==> src/hw/rtl/ihsc_pkg.sv <==
package ihsc_pkg;

  // Default number of leading file bytes that the parser looks at.
  localparam int unsigned SCAN_LIMIT_DEF = 1048576;

  // Image format codes as reported on the result stream.
  localparam logic [1:0] FMT_UNKNOWN = 2'd0;
  localparam logic [1:0] FMT_JPEG    = 2'd1;
  localparam logic [1:0] FMT_PNG     = 2'd2;
  localparam logic [1:0] FMT_BMP     = 2'd3;

  // JPEG marker walk phases.
  localparam int unsigned PH_W = 3;
  localparam logic [PH_W-1:0] PH_SEEK   = 3'd0;
  localparam logic [PH_W-1:0] PH_FF     = 3'd1;
  localparam logic [PH_W-1:0] PH_LEN_HI = 3'd2;
  localparam logic [PH_W-1:0] PH_LEN_LO = 3'd3;
  localparam logic [PH_W-1:0] PH_SOF    = 3'd4;
  localparam logic [PH_W-1:0] PH_SKIP   = 3'd5;
  localparam logic [PH_W-1:0] PH_DONE   = 3'd6;

  // Signature and marker bytes.
  localparam logic [7:0]  JPEG_SOI_0   = 8'hFF;
  localparam logic [7:0]  JPEG_SOI_1   = 8'hD8;
  localparam logic [7:0]  BMP_SIG_0    = 8'h42;
  localparam logic [7:0]  BMP_SIG_1    = 8'h4D;
  localparam logic [7:0]  PNG_SIG_0    = 8'h89;
  localparam logic [23:0] PNG_SIG_REST = 24'h504E47;
  localparam logic [7:0]  MARKER_PFX   = 8'hFF;
  localparam logic [7:0]  SOF_FIRST    = 8'hC0;
  localparam logic [7:0]  SOF_LAST     = 8'hC3;

  // Configuration register map.
  localparam int unsigned ADDR_W = 3;
  localparam logic REG_MIN_WIDTH  = 1'b0;
  localparam logic REG_MIN_HEIGHT = 1'b1;

  // What the parser reports for the beat it is taking.
  typedef struct packed {
    logic [1:0]  fmt;
    logic [31:0] width;
    logic [31:0] height;
  } ihsc_result_t;

endpackage

==> src/hw/rtl/ihsc_parse.sv <==
module ihsc_parse
  import ihsc_pkg::*;
#(
  parameter int unsigned SCAN_LIMIT = SCAN_LIMIT_DEF
) (
  input  logic         clk_i,
  input  logic         rst_ni,
  input  logic         beat_i,
  input  logic [7:0]   byte_i,
  input  logic         last_i,
  output ihsc_result_t result_o
);

  localparam int unsigned PosW = $clog2(SCAN_LIMIT + 1);

  logic [PosW-1:0] pos_q, pos_d;
  logic [1:0]      fmt_q, fmt_d;
  logic [7:0]      first_q, first_d;
  logic [PH_W-1:0] phase_q, phase_d;
  logic [15:0]     skip_q, skip_d;
  logic [7:0]      lenhi_q, lenhi_d;
  logic [31:0]     wid_q, wid_d;
  logic [31:0]     hgt_q, hgt_d;
  logic            done_q, done_d;
  logic [15:0]     seg_len;
  logic [15:0]     skip_dec;

  assign seg_len  = {lenhi_q, byte_i};
  assign skip_dec = skip_q - 16'd1;

  // State update for one file byte.
  always_comb begin
    pos_d   = pos_q;
    fmt_d   = fmt_q;
    first_d = first_q;
    phase_d = phase_q;
    skip_d  = skip_q;
    lenhi_d = lenhi_q;
    wid_d   = wid_q;
    hgt_d   = hgt_q;
    done_d  = done_q;
    if (pos_q < PosW'(SCAN_LIMIT)) begin
      pos_d = pos_q + PosW'(1);
      if (pos_q == PosW'(0)) begin
        first_d = byte_i;
      end else if (pos_q <= PosW'(3) && fmt_q == FMT_UNKNOWN) begin
        // Signature bytes collect in the width register until typed.
        wid_d = {wid_q[23:0], byte_i};
        if (pos_q == PosW'(1)) begin
          if (first_q == JPEG_SOI_0 && byte_i == JPEG_SOI_1) begin
            fmt_d = FMT_JPEG;
            wid_d = '0;
          end else if (first_q == BMP_SIG_0 && byte_i == BMP_SIG_1) begin
            fmt_d = FMT_BMP;
            wid_d = '0;
          end
        end else if (pos_q == PosW'(3)) begin
          if (first_q == PNG_SIG_0 && wid_d[23:0] == PNG_SIG_REST) begin
            fmt_d = FMT_PNG;
          end
          wid_d = '0;
        end
      end else if (!done_q) begin
        case (fmt_q)
          FMT_JPEG: begin
            // Segment marker walk.
            case (phase_q)
              PH_SEEK: begin
                if (byte_i == MARKER_PFX) phase_d = PH_FF;
              end
              PH_FF: begin
                if (byte_i != MARKER_PFX) begin
                  if (byte_i >= SOF_FIRST && byte_i <= SOF_LAST) begin
                    phase_d = PH_SOF;
                    skip_d  = 16'd1;
                  end else begin
                    phase_d = PH_LEN_HI;
                  end
                end
              end
              PH_LEN_HI: begin
                lenhi_d = byte_i;
                phase_d = PH_LEN_LO;
              end
              PH_LEN_LO: begin
                if (seg_len <= 16'd2) begin
                  phase_d = PH_SEEK;
                end else begin
                  skip_d  = seg_len - 16'd2;
                  phase_d = PH_SKIP;
                end
              end
              PH_SKIP: begin
                skip_d = skip_dec;
                if (skip_dec == 16'd0) phase_d = PH_SEEK;
              end
              PH_SOF: begin
                if (skip_q == 16'd4 || skip_q == 16'd5) begin
                  hgt_d = {16'd0, hgt_q[7:0], byte_i};
                end else if (skip_q == 16'd6 || skip_q == 16'd7) begin
                  wid_d = {16'd0, wid_q[7:0], byte_i};
                end
                if (skip_q >= 16'd7) begin
                  done_d  = 1'b1;
                  phase_d = PH_DONE;
                end else begin
                  skip_d = skip_q + 16'd1;
                end
              end
              default: ;
            endcase
          end
          FMT_PNG: begin
            // Big-endian width then height at fixed offsets.
            if (pos_q >= PosW'(16) && pos_q <= PosW'(19)) begin
              wid_d = {wid_q[23:0], byte_i};
            end else if (pos_q >= PosW'(20) && pos_q <= PosW'(23)) begin
              hgt_d = {hgt_q[23:0], byte_i};
            end
            if (pos_q == PosW'(23)) done_d = 1'b1;
          end
          FMT_BMP: begin
            // Little-endian width then height at fixed offsets.
            case (pos_q)
              PosW'(18): wid_d[7:0]   = wid_q[7:0]   | byte_i;
              PosW'(19): wid_d[15:8]  = wid_q[15:8]  | byte_i;
              PosW'(20): wid_d[23:16] = wid_q[23:16] | byte_i;
              PosW'(21): wid_d[31:24] = wid_q[31:24] | byte_i;
              PosW'(22): hgt_d[7:0]   = hgt_q[7:0]   | byte_i;
              PosW'(23): hgt_d[15:8]  = hgt_q[15:8]  | byte_i;
              PosW'(24): hgt_d[23:16] = hgt_q[23:16] | byte_i;
              PosW'(25): hgt_d[31:24] = hgt_q[31:24] | byte_i;
              default: ;
            endcase
            if (pos_q == PosW'(25)) done_d = 1'b1;
          end
          default: ;
        endcase
      end
    end
  end

  // Result as seen after this byte; dimensions only once complete.
  assign result_o.fmt    = fmt_d;
  assign result_o.width  = done_d ? wid_d : 32'd0;
  assign result_o.height = done_d ? hgt_d : 32'd0;

  // Parse state; the final byte of a file clears it for the next one.
  always_ff @(posedge clk_i or negedge rst_ni) begin
    if (!rst_ni) begin
      pos_q   <= '0;
      fmt_q   <= FMT_UNKNOWN;
      first_q <= '0;
      phase_q <= PH_SEEK;
      skip_q  <= '0;
      lenhi_q <= '0;
      wid_q   <= '0;
      hgt_q   <= '0;
      done_q  <= 1'b0;
    end else if (beat_i) begin
      if (last_i) begin
        pos_q   <= '0;
        fmt_q   <= FMT_UNKNOWN;
        first_q <= '0;
        phase_q <= PH_SEEK;
        skip_q  <= '0;
        lenhi_q <= '0;
        wid_q   <= '0;
        hgt_q   <= '0;
        done_q  <= 1'b0;
      end else begin
        pos_q   <= pos_d;
        fmt_q   <= fmt_d;
        first_q <= first_d;
        phase_q <= phase_d;
        skip_q  <= skip_d;
        lenhi_q <= lenhi_d;
        wid_q   <= wid_d;
        hgt_q   <= hgt_d;
        done_q  <= done_d;
      end
    end
  end

`ifndef SYNTHESIS
  // Dimensions can only be complete once a format has been recognized.
  a_done_needs_fmt: assert property (@(posedge clk_i) disable iff (!rst_ni)
    done_q |-> fmt_q != FMT_UNKNOWN)
    else $error("dimensions complete without a format");

  // The scan position never runs past the limit.
  a_pos_limit: assert property (@(posedge clk_i) disable iff (!rst_ni)
    pos_q <= PosW'(SCAN_LIMIT))
    else $error("scan position beyond limit");

  // Only a JPEG file moves the marker walk off its idle phase.
  a_phase_jpeg: assert property (@(posedge clk_i) disable iff (!rst_ni)
    phase_q != PH_SEEK |-> fmt_q == FMT_JPEG)
    else $error("marker walk active for a non-JPEG file");
`endif

endmodule

==> src/hw/rtl/image_header_size_check_top.sv <==
// Image header size check, one file byte per beat.
// The result beat is valid in the cycle after the beat carrying the final byte.
// Throughput: one byte per cycle; the input stays ready while a result waits, unless
// the output register is full and not being taken.
// Reset (rst_ni low, asynchronous): parse state cleared, both minimums zero, no result.
module image_header_size_check_top
  import ihsc_pkg::*;
#(
  parameter int unsigned SCAN_LIMIT = SCAN_LIMIT_DEF
) (
  input  logic              clk_i,
  input  logic              rst_ni,
  // Byte stream in.
  input  logic              s_axis_tvalid,
  output logic              s_axis_tready,
  input  logic [7:0]        s_axis_tdata,   // [7:0] data_byte
  input  logic              s_axis_tlast,   // last_byte
  // Result stream out.
  output logic              m_axis_tvalid,
  input  logic              m_axis_tready,
  output logic [71:0]       m_axis_tdata,   // [0] accepted, [32:1] image_width,
                                            // [64:33] image_height, [71:65] zero
  output logic [1:0]        m_axis_tuser,   // [1:0] image_format
  // Configuration.
  input  logic              psel,
  input  logic              penable,
  input  logic              pwrite,
  input  logic [ADDR_W-1:0] paddr,
  input  logic [31:0]       pwdata,
  output logic [31:0]       prdata,
  output logic              pready
);

  logic         s_fire;
  logic         cfg_wr;
  logic [31:0]  min_w_q;
  logic [31:0]  min_h_q;
  ihsc_result_t res;
  logic         ok;
  logic         out_vld_q;
  logic         out_acc_q;
  logic [1:0]   out_fmt_q;
  logic [31:0]  out_w_q;
  logic [31:0]  out_h_q;

  assign s_fire        = s_axis_tvalid && s_axis_tready;
  assign s_axis_tready = !out_vld_q || m_axis_tready;

  // Configuration registers.
  assign pready = 1'b1;
  assign cfg_wr = psel && penable && pwrite;

  always_ff @(posedge clk_i or negedge rst_ni) begin
    if (!rst_ni) begin
      min_w_q <= '0;
      min_h_q <= '0;
    end else if (cfg_wr) begin
      if (paddr[2] == REG_MIN_WIDTH) min_w_q <= pwdata;
      else                           min_h_q <= pwdata;
    end
  end

  assign prdata = (paddr[2] == REG_MIN_HEIGHT) ? min_h_q : min_w_q;

  // Header parser.
  ihsc_parse #(
    .SCAN_LIMIT(SCAN_LIMIT)
  ) u_parse (
    .clk_i   (clk_i),
    .rst_ni  (rst_ni),
    .beat_i  (s_fire),
    .byte_i  (s_axis_tdata),
    .last_i  (s_axis_tlast),
    .result_o(res)
  );

  // Size selection rule.
  always_comb begin
    if (min_w_q == 32'd0 && min_h_q == 32'd0) begin
      ok = 1'b1;
    end else begin
      ok = (res.width != 32'd0) && (res.height != 32'd0) &&
           (min_w_q == 32'd0 || res.width >= min_w_q) &&
           (min_h_q == 32'd0 || res.height >= min_h_q);
    end
  end

  // Output register.
  always_ff @(posedge clk_i or negedge rst_ni) begin
    if (!rst_ni) begin
      out_vld_q <= 1'b0;
    end else if (s_fire && s_axis_tlast) begin
      out_vld_q <= 1'b1;
    end else if (m_axis_tready) begin
      out_vld_q <= 1'b0;
    end
  end

  always_ff @(posedge clk_i) begin
    if (s_fire && s_axis_tlast) begin
      out_acc_q <= ok;
      out_fmt_q <= res.fmt;
      out_w_q   <= res.width;
      out_h_q   <= res.height;
    end
  end

  assign m_axis_tvalid = out_vld_q;
  assign m_axis_tdata  = {7'd0, out_h_q, out_w_q, out_acc_q};
  assign m_axis_tuser  = out_fmt_q;

`ifndef SYNTHESIS
  // A final byte always produces a result in the next cycle.
  a_last_gives_result: assert property (@(posedge clk_i) disable iff (!rst_ni)
    s_fire && s_axis_tlast |=> m_axis_tvalid)
    else $error("final byte did not produce a result");

  // A taken result is not repeated without a new final byte.
  a_no_repeat: assert property (@(posedge clk_i) disable iff (!rst_ni)
    m_axis_tvalid && m_axis_tready && !(s_fire && s_axis_tlast) |=> !m_axis_tvalid)
    else $error("result repeated");

  // An unknown format never reports dimensions.
  a_unknown_no_dims: assert property (@(posedge clk_i) disable iff (!rst_ni)
    m_axis_tvalid && m_axis_tuser == FMT_UNKNOWN |->
      m_axis_tdata[32:1] == 32'd0 && m_axis_tdata[64:33] == 32'd0)
    else $error("dimensions reported for unknown format");

  // With a size test enabled, a zero width cannot be accepted.
  a_zero_rejected: assert property (@(posedge clk_i) disable iff (!rst_ni)
    m_axis_tvalid && m_axis_tdata[32:1] == 32'd0 &&
      (min_w_q != 32'd0 || min_h_q != 32'd0) && $stable(min_w_q) && $stable(min_h_q)
      |-> !m_axis_tdata[0])
    else $error("zero width accepted under an active size test");
`endif

endmodule

==> config.mk <==
export PLATFORM = sky130hd
export DESIGN_NAME = image_header_size_check_top
export DESIGN_NICKNAME = d
export VERILOG_FILES = /design/src/hw/rtl/ihsc_pkg.sv /design/src/hw/rtl/ihsc_parse.sv /design/src/hw/rtl/image_header_size_check_top.sv
export SDC_FILE = /design/constraint.sdc
export NUM_CORES = 1
export LEC_CHECK = 0
export BUFFER_PORTS_ARGS = -buffer_cell sky130_fd_sc_hd__buf_2
export CORE_MARGIN = 2
export CORE_UTILIZATION = 40
export DETAILED_ROUTE_END_ITERATION = 16
export GPL_ROUTABILITY_DRIVEN = 1
export GPL_TIMING_DRIVEN = 0
export PLACE_DENSITY_LB_ADDON = 0.25
export SKIP_LAST_GASP = 1
export SYNTH_ARGS = -nofsm -noshare
export SYNTH_HDL_FRONTEND = slang
export SYNTH_SLANG_ARGS = --single-unit
export TNS_END_PERCENT = 20
==> constraint.sdc <==
create_clock -name clk_i -period 4.4 [get_ports clk_i]
set_clock_uncertainty 0.05 [all_clocks]
set_input_delay 0.22 -clock clk_i [delete_from_list [all_inputs] [get_ports clk_i]]
set_output_delay 0.22 -clock clk_i [all_outputs]
set_load 0.02 [all_outputs]
# Word level (Yosys, flattened, before mapping)
# Cells that the tools add are included.
[totals]
reg_bits = 255
input_bits = 51
out_inout_bits = 109
[classes]
add_sub_neg = 4
magnitude_cmp = 12
eq_ne = 40
n_mux = 92
bitwise = 9
reduce_logical = 43
[ops]
columns = ["cell", "count"]
rows = [
  ["$mux 32", 25],
  ["$pmux 32 s3", 2],
  ["$eq 21x5->1 const B", 8],
  ["$mux 16", 10],
  ["$mux 8", 18],
  ["$eq 16x3->1 const B", 4],
  ["$ge 32x32->1", 2],
  ["$logic_not 32->1", 2],
  ["$or 8x8->8", 8],
  ["$pmux 16 s4", 1],
  ["$reduce_bool 32->1", 2],
  ["$ge 21x5->1 const B", 2],
  ["$le 21x5->1 const B", 2],
  ["$mux 21", 2],
  ["$mux 3", 12],
  ["$eq 8x8->1 const B", 4],
  ["$eq 24x23->1 const B", 1],
  ["$reduce_and 11->1", 2],
  ["$add 21x1->21 const B", 1],
  ["$eq 21x1->1 const B", 1],
  ["$eq 21x2->1 const B", 1],
  ["$le 21x2->1 const B", 1],
  ["$logic_not 21->1", 1],
  ["$lt 21x21->1 const B", 1],
  ["other kinds (34)", 87],
]

# Depth between registers and ports, before layout
# Gate-level depths: netlist (run 1).
[logic_depth]
ltp_word = 15
ltp_mapped = 23

# Modules after synthesis
# From an unflattened synthesis (run 1), not the netlist that was laid out.
[unflattened]
hier_cells = 1682
hier_area_um2 = 15849.0
[by_module_without_submodules]
columns = ["module", "n_inst", "cells_per_inst", "area_per_inst_um2"]
rows = [
  ["ihsc_parse", 1, 1123, 9160.0],
  ["image_header_size_check_top", 1, 559, 6688.9],
]

# Least setup slack after synthesis (run 1)
# OpenSTA, ideal clock, no wires.
[synth_path]
path_type = "register to register"
startpoint = "register u_parse.pos_q[18]"
endpoint = "register out_acc_q (data pin)"
setup_time_ns = 0.256
arrival_time_ns = 4.286
slack_ns = -0.192
stages_incl_launch_ff = 20
n_path_buf = 2
synth_period_minus_slack_ns = 4.592
path_cell_list = "dfrtp_1 > or4_4 > nor4_4 > a32oi_1 > a211oi_1 > nor2_1 > clkbuf_1 > clkbuf_1 > or2_2 > ha_1 > nand2b_1 > a21o_1 > a21o_1 > a21oi_1 > o21ai_0 > a211oi_1 > o21ai_0 > o31ai_1 > a311oi_1 > o22a_1"
[synth_between]
elab_chain_len = 14
elab_cells_between_ends = 61
cone_classes = "order compare (8); eq/ne (10); mux (32); reduce/logical (11)"
[synth_lines]
columns = ["element", "line", "rtl"]
rows = [
  ["from (decl)", "ihsc_parse.sv:16", "logic [PosW-1:0] pos_q, pos_d;"],
  ["from (signal assigned)", "ihsc_parse.sv:172", "pos_q <= pos_d;"],
  ["parallel branches: the longest is 13 deep, another holds $ge 32x32->1", "-", ""],
  ["$logic_and 1x1->1 *", "image_header_size_check_top.sv:83", "(min_w_q == 32'd0 || res.width >= min_w_q) &&"],
  ["to (signal assigned)", "image_header_size_check_top.sv:101", "out_acc_q <= ok;"],
  ["to (decl)", "image_header_size_check_top.sv:41", "logic out_acc_q;"],
]
# Mark *: on every way between the ends.
# A chain may end at the register's enable or synchronous reset.

==> results.sh, run 1 <==
export IMPL_cts_sinks=255
export IMPL_pin_count=160
export IMPL_yosysSeqAreaShare=0.410
export IMPL_vias=16562
export IMPL_route_detailed_drc=0
export IMPL_arrival_ns=5.16
export IMPL_drt_total_wl_mm=66.5
export IMPL_cpPeakStageDelay_ns=0.55
export IMPL_status="finished, violations left"
export IMPL_start_util=0.403
export IMPL_r2r_start="u_parse.pos_q[12]$_DFFE_PN0P_"
export IMPL_finalWorstSetupSlack_ns=-0.459
export IMPL_final_max_slew_viol_count=0
export IMPL_rsz0062_at_grt="true"
export IMPL_synth_top_area_cell="dfrtp_1"
export IMPL_crit_required_ns=4.71
export IMPL_grt_max_degree=113
export IMPL_cts_clk_slew_worst_paths_ns=0.06
export IMPL_synth_cell_area_mm2=0.0164
export IMPL_holdPathEnd="u_parse.hgt_q[12]$_DFFE_PN0P_"
export IMPL_hold_path_class="input pin to register"
export IMPL_reg2regPathDepth=20
export IMPL_syn_to_final_growth_pct=27.2
export IMPL_drive_gt1_frac=0.254
export IMPL_synth_area_top_cells="dfrtp_1 (29%), edfxtp_1 (12%), ha_1 (5.7%), mux2_2 (4.6%), o21ai_0 (4.4%)"
export IMPL_dp_hpwl_mm=48.9
export IMPL_worstPathMaxFanout=5
export IMPL_gp_congestion=1.00
export IMPL_leakage_nw=8.86
export IMPL_synth_common_cells="dfrtp_1 (188), nand2_1 (182), o21ai_0 (145)"
export IMPL_numCtsBuffers=31
export IMPL_drt_iter0_drc=1908
export IMPL_nets=2227
export IMPL_setup_violations=1
export IMPL_ir_drop_mv=0.304
export IMPL_vias_per_cell=6.23
export IMPL_max_freq_ghz=0.206
export IMPL_cts_root_buf="clkbuf_16"
export IMPL_coreArea_mm2=0.0406
export IMPL_diodes=0
export IMPL_timing_rr_end="out_acc_q$_SDFFCE_PP1P_"
export IMPL_num_rows=74
export IMPL_critPathBufInv=3
export IMPL_n_fill_cell=3718
export IMPL_dp_cells=2496
export IMPL_die_w_um=206
export IMPL_min_from="s_axis_tdata[4]"
export IMPL_yosysUniqueCellTypes=89
export IMPL_grt_util_all_layers=0.306
export IMPL_ys_warnings_count=0
export IMPL_yosysTopAreaCellShare=0.287
export IMPL_max_cap_violations=0
export IMPL_first_pass_iters=6
export IMPL_finalHoldViolCount=0
export IMPL_clock_latency_ns=0.60
export IMPL_grt_first_pass_wirelength_mm=98.3
export IMPL_synth_edf_count=67
export IMPL_end_kind="register"
export IMPL_crit_type="register to register"
export IMPL_utilization=0.512
export IMPL_crit_chain="or4_4 > or4_4 > buf_6 > nor4_4 > buf_4 > a221o_1 > o21ai_0 > a21o_1 > nor2_1 > ha_1 > nand4_1 > nor4_4 > nand2_1 > nand2_2 > nor4_2 > o21ai_1 > o31ai_2 > buf_4 > a311oi_4 > o22a_1"
export IMPL_yosysMostFrequentCell="dfrtp_1"
export IMPL_worstSetupStartpointType="register"
export IMPL_fin_crit_sh=1.10
export IMPL_ant_nets=0
export IMPL_die_area_mm2=0.0426
export IMPL_first_global_vias=15857
export IMPL_worst_slew_pin_slew_ns=1.30
export IMPL_cts_path_max_buffers=3
export IMPL_total_power_mw=8.57
export IMPL_wl_per_cell_um=25.0
export IMPL_gr_total_overflow=0
export IMPL_cts_tree="done"
export IMPL_reg2reg_slack_ns=-0.46
export IMPL_violations="negative setup slack"
export IMPL_critPathTopFamily="simple AND/OR/NAND/NOR gates"
export IMPL_ys_seq_elements=255
export IMPL_synthesis_instances=1809
export IMPL_postPlaceCellArea_mm2=0.0179
export IMPL_finalCriticalPeriod_ns=4.86
export IMPL_max_slew_margin=0.131
export IMPL_synth_main_ff_cell="dfrtp_1"
export IMPL_power_density_mw_per_mm2=412
export IMPL_cp_slowest_cell="or4_4"
export IMPL_async_flop_share=0.737
export IMPL_final_cell_area_mm2=0.0208
export IMPL_io_buffers=147
export IMPL_min_path_cells=3
export IMPL_stdcell_count=2658
export IMPL_syn_avg_cell_area_um2=9.05
export IMPL_htree_levels=1
export IMPL_die_h_um=206
export IMPL_antenna_found_initial=0
-- metrics by stage --
stage / setup slack [ns] / hold slack, ns / TNS, ns
CTS: -0.639 / 0.0487 / -0.639
floorplan: -0.0430 / -0.126 / -0.0430
detailed placement: -1.85 / 0.221 / -2.03
global route: -0.643 / 0.0491 / -0.643
finish: -0.459 / 0.0455 / -0.459
global placement: -1.91 / 0.414 / -115.27
-- report_power, final --
part           switching (mW)  internal (mW)
Sequential              0.384           2.71
Clock                    1.12           1.66
Combinational            1.73          0.969
-- worst max-delay path by stage --
| stage | to | cells past startpoint | start | slack (ns) |
|---|---|---|---|---|
| 2_1_floorplan | out_acc_q$_SDFFCE_PP1P_ | 19 | u_parse.pos_q[13]$_DFFE_PN0P_ | -0.04 |
| 3_3_place_gp | out_acc_q$_SDFFCE_PP1P_ | 15 | u_parse.fmt_q[0]$_DFFE_PN0P_ | -1.91 |
| 3_5_place_dp | out_acc_q$_SDFFCE_PP1P_ | 15 | u_parse.fmt_q[0]$_DFFE_PN0P_ | -1.85 |
| 4_1_cts | out_acc_q$_SDFFCE_PP1P_ | 21 | u_parse.pos_q[9]$_DFFE_PN0P_ | -0.64 |
| 5_1_grt | out_acc_q$_SDFFCE_PP1P_ | 20 | u_parse.pos_q[2]$_DFFE_PN0P_ | -0.64 |
| 6_report | out_acc_q$_SDFFCE_PP1P_ | 20 | u_parse.pos_q[12]$_DFFE_PN0P_ | -0.46 |
-- routing by layer --
layer,part of all wire,GRT usage
met2,0.45,0.482
met3,0.088,0.0426
met4,0.049,0.139
met5,0,0
met1,0.41,0.419
-- flip-flops by register name, summed over array words and instances, names as in the netlist, 8 cells and up --
name	cells
out_w_q	32
u_parse.pos_q	21
min_w_q	32
u_parse.first_q	8
min_h_q	32
u_parse.wid_q	32
u_parse.hgt_q	32
u_parse.lenhi_q	8
out_h_q	32
u_parse.skip_q	16
-- worst register-to-register path, cell delays in order (launching register included) --
cell,delay [ns]
dfrtp_2,0.40
or4_4,0.55
or4_4,0.49
buf_6,0.15
nor4_4,0.29
buf_4,0.23
a221o_1,0.19
o21ai_0,0.08
a21o_1,0.23
nor2_1,0.22
ha_1,0.32
nand4_1,0.16
nor4_4,0.07
nand2_1,0.08
nand2_2,0.06
nor4_2,0.25
o21ai_1,0.12
o31ai_2,0.24
buf_4,0.18
a311oi_4,0.05
o22a_1,0.21
-- layout make-up --
type | instances | area (um2) | share of cell area
buffer | 114 | 611 | 0.0293
clock inverter | 21 | 256 | 0.0123
timing repair buffer | 257 | 1710 | 0.0822
clock buffer | 37 | 840 | 0.0403
sequential | 255 | 6730 | 0.323
tap | 532 | 666 | 0.0320
multi-input combinational | 1341 | 9640 | 0.463
inverter | 101 | 379 | 0.0182
-- cells by family (layout without fill, tap and decap cells) --
logic type	Yosys count	count (layout)	share of synthesized area
simple gates	628	628	0.200
compound gates	526	526	0.212
flops	255	255	0.410
buf+inv	219	530	0.0539
fa+ha+maj	75	75	0.0573
mux	72	72	0.0491
xor+xnor	32	32	0.0171
other cells	2	8	0.000459
-- cells in the final DEF (no fill, tap or decap), types with 17 or more instances in the layout --
master and count:
dfrtp_1 180, nand2_1 180, dlygate4sd3_1 34, a21oi_1 100, a21o_1 39, o21ai_0 129
o22ai_1 18, nand3_1 39, edfxtp_1 67, nand4_1 34, nor2_2 17, clkbuf_1 73
xnor2_1 17, buf_4 85, nor4_4 19, mux2_2 67, nor4_1 31, clkbuf_16 32
buf_2 152, nor2_1 115, ha_1 71, nor3_1 46, inv_1 99, a22o_1 36
-- what timing repair did --
item	in CTS	in global routing
setup endpoints to repair	3	1
buffers inserted	27	47
hold buffers	34	0
endpoints found under the hold margin	141	0
gates resized for setup	104	144
pin swaps	30	56
cloned	0	0
(Power assumes the default switching activity.)
==> run 2: changes to the inputs <==
Settings changed: ABC_AREA set to 1, MAX_ROUTING_LAYER set to met4.
==> results.sh, run 2 <==
export IMPL_status="finished clean"
export IMPL_drt_iter0_drc=2539
export IMPL_cts_sinks=255
export IMPL_ant_nets=0
export IMPL_gp_congestion=1.05
export IMPL_arrival_ns=4.47
export IMPL_ys_seq_elements=255
export IMPL_io_buffers=144
export IMPL_layout_common_cells="nand2_1 (806), inv_1 (338), o21ai_0 (290)"
export IMPL_min_from="s_axis_tdata[6]"
export IMPL_synth_main_ff_cell="dfrtp_1"
export IMPL_synth_cell_area_mm2=0.0189
export IMPL_num_rows=79
export IMPL_r2r_start="u_parse.skip_q[0]$_DFFE_PN0P_"
export IMPL_timing_rr_end="out_acc_q$_SDFFCE_PP1P_"
export IMPL_crit_top_cell="nand2_1"
export IMPL_grt_util_all_layers=0.319
export IMPL_die_w_um=221
export IMPL_dp_cells=3571
export IMPL_synthesis_instances=2811
export IMPL_route_detailed_drc=0
export IMPL_ir_drop_mv=0.384
export IMPL_combPwrFrac=0.355
export IMPL_ys_warnings_count=0
export IMPL_cts_path_max_buffers=3
export IMPL_hold_path_class="input pin to register"
export IMPL_worstPathMaxFanout=10
export IMPL_grt_max_degree=101
export IMPL_fin_crit_sh=0.954
export IMPL_synth_edf_count=67
export IMPL_seqPwrFrac=0.348
export IMPL_final_cell_area_mm2=0.0222
export IMPL_end_kind="register"
export IMPL_worst_slew_pin_slew_ns=1.13
export IMPL_synth_common_cells="nand2_1 (819), inv_1 (342), o21ai_0 (292)"
export IMPL_max_freq_ghz=0.238
export IMPL_drive_gt1_frac=0.128
export IMPL_first_global_vias=19423
export IMPL_synth_top_area_cell="dfrtp_1"
export IMPL_vias_per_cell=5.67
export IMPL_first_pass_iters=6
export IMPL_tns_ns=0
export IMPL_htree_levels=2
export IMPL_max_cap_violations=0
export IMPL_p_int_mw=5.22
export IMPL_leakage_nw=11.2
export IMPL_cpPeakStageDelay_ns=0.40
export IMPL_finalHoldViolCount=0
export IMPL_clock_latency_ns=0.56
export IMPL_async_flop_share=0.737
export IMPL_crit_required_ns=4.67
export IMPL_yosysTopAreaCellShare=0.249
export IMPL_nets=3179
export IMPL_pin_count=160
export IMPL_diodes=0
export IMPL_synth_area_top_cells="dfrtp_1 (25%), nand2_1 (16%), edfxtp_1 (11%), o21ai_0 (7.7%), nand3_1 (7.2%)"
export IMPL_antenna_found_initial=0
export IMPL_dp_hpwl_mm=57.7
export IMPL_switching_share=0.423
export IMPL_holdPathEnd="u_parse.lenhi_q[6]$_DFFE_PN0P_"
export IMPL_coreArea_mm2=0.0466
export IMPL_reg2regPathDepth=31
export IMPL_syn_to_final_growth_pct=17.7
export IMPL_wl_per_cell_um=21.2
export IMPL_final_max_slew_viol_count=0
export IMPL_cts_root_buf="clkbuf_16"
export IMPL_vias=20891
export IMPL_stdcell_count=3685
export IMPL_grt_first_pass_wirelength_mm=117
export IMPL_yosysUniqueCellTypes=55
export IMPL_syn_avg_cell_area_um2=6.71
export IMPL_cts_clk_slew_worst_paths_ns=0.06
export IMPL_reg2reg_slack_ns=0.20
export IMPL_crit_type="register to register"
export IMPL_switchingPower_mw=3.83
export IMPL_min_path_cells=3
export IMPL_finalCriticalPeriod_ns=4.20
export IMPL_drt_total_wl_mm=78.0
export IMPL_postPlaceCellArea_mm2=0.0204
export IMPL_cts_tree="done"
export IMPL_power_density_mw_per_mm2=408
export IMPL_max_slew_margin=0.246
export IMPL_die_area_mm2=0.0489
export IMPL_power_frac_clock=0.297
export IMPL_gr_total_overflow=0
export IMPL_start_util=0.405
export IMPL_cp_slowest_cell="dfrtp_2"
export IMPL_worstSetupStartpointType="register"
export IMPL_yosysMostFrequentCell="nand2_1"
export IMPL_yosysSeqAreaShare=0.356
export IMPL_layout_commonest_cell="nand2_1"
export IMPL_setup_violations=0
export IMPL_die_h_um=221
export IMPL_numCtsBuffers=34
[run 2: changes by cell type in the layout (fill, tap and decap cells not counted), sizes merged, moves of 23 or more]
cell   previous run  this run
a21o             39         1
a21oi           112        86
a22o             37         8
buf             255       232
inv             100       355
mux2             67         0
nand2           182       836
nand3            43       279
nor2            136       286
nor3             56        30
o21ai           151       315
[run 2: cell families after synthesis]
logic type               count (synthesis)  share of synthesized area
buffers and inverters                  498                      0.109
AND/OR/NAND/NOR                       1507                      0.346
other                                    2                   0.000398
AO/OA/AOI/OAI                          457                      0.131
flip-flops                             255                      0.356
XOR/XNOR                                17                    0.00789
adder cells (fa/ha/maj)                 75                     0.0498
[run 2: how the worst max path moves through the flow]
stage | start | endpoint | slack [ns] | cells past startpoint
2_1_floorplan | m_axis_tvalid$_DFFE_PN0P_ | u_parse.skip_q[14]$_DFFE_PN0P_ | 0.38 | 10
3_3_place_gp | m_axis_tvalid$_DFFE_PN0P_ | u_parse.skip_q[4]$_DFFE_PN0P_ | -1.45 | 10
3_5_place_dp | s_axis_tdata[7] | out_acc_q$_SDFFCE_PP1P_ | -0.30 | 28
4_1_cts | u_parse.pos_q[0]$_DFFE_PN0P_ | out_acc_q$_SDFFCE_PP1P_ | 0.01 | 24
5_1_grt | u_parse.pos_q[9]$_DFFE_PN0P_ | out_acc_q$_SDFFCE_PP1P_ | -0.02 | 27
6_report | u_parse.skip_q[0]$_DFFE_PN0P_ | out_acc_q$_SDFFCE_PP1P_ | 0.20 | 31
[run 2: stage by stage]
step / hold WS, ns / util / setup slack [ns] / power (mW)
CTS: 0.0245 / 0.469 / 0.0144 / 8.89
global placement: 0.418 / 0.437 / -1.45 / 6.14
detailed placement: 0.263 / 0.439 / -0.305 / 6.16
floorplan: -0.126 / - / 0.382 / 5.02
global route: 0.0616 / 0.477 / -0.0230 / 9.50
finish: 0.0524 / 0.477 / 0.201 / 9.06
[run 2: critical path, delay by kind of cell (launching register included)]
kind	cells	cell delay, ns
AO/OA/AOI/OAI	6	0.58
adder cells (fa/ha/maj)	2	0.52
buffers and inverters	5	0.54
flip-flops	1	0.40
AND/OR/NAND/NOR	18	1.86
[run 2: repair_timing]
action | in CTS | in global routing
endpoints found under the setup margin | 1 | 1
endpoints found under the hold margin | 153 | 0
gates resized for setup | 2 | 76
cloned | 0 | 2
pin swaps | 1 | 11
setup buffers | 1 | 16
hold buffers | 34 | 0
[run 2: per-layer routing]
layer	part of all wire	vias to the layer above	GRT usage
met5	0	-	-
met4	0.046	0	0.129
met3	0.099	217	0.0544
met2	0.44	1120	0.480
met1	0.42	9904	0.427
li1	-	9650	-
[run 2: area by class of cell]
cell class | count | area (um2)
well taps | 607 | 759
clock buffers | 43 | 905
inverters | 359 | 1360
plain buffers | 139 | 737
multi-input cells | 2066 | 10300
flip-flops and latches | 255 | 6720
repair buffers | 198 | 1290
clock inverters | 18 | 136
fillers | 4754 | 24400
[run 2: power by group through the flow]
stage	logic (mW)	registers, mW	clock network, mW
global route	3.50	3.17	2.82
global placement	2.97	3.16	0
finish	3.21	3.15	2.69
detailed placement	3.00	3.16	0
floorplan	2.00	3.02	0
CTS	3.04	3.12	2.73
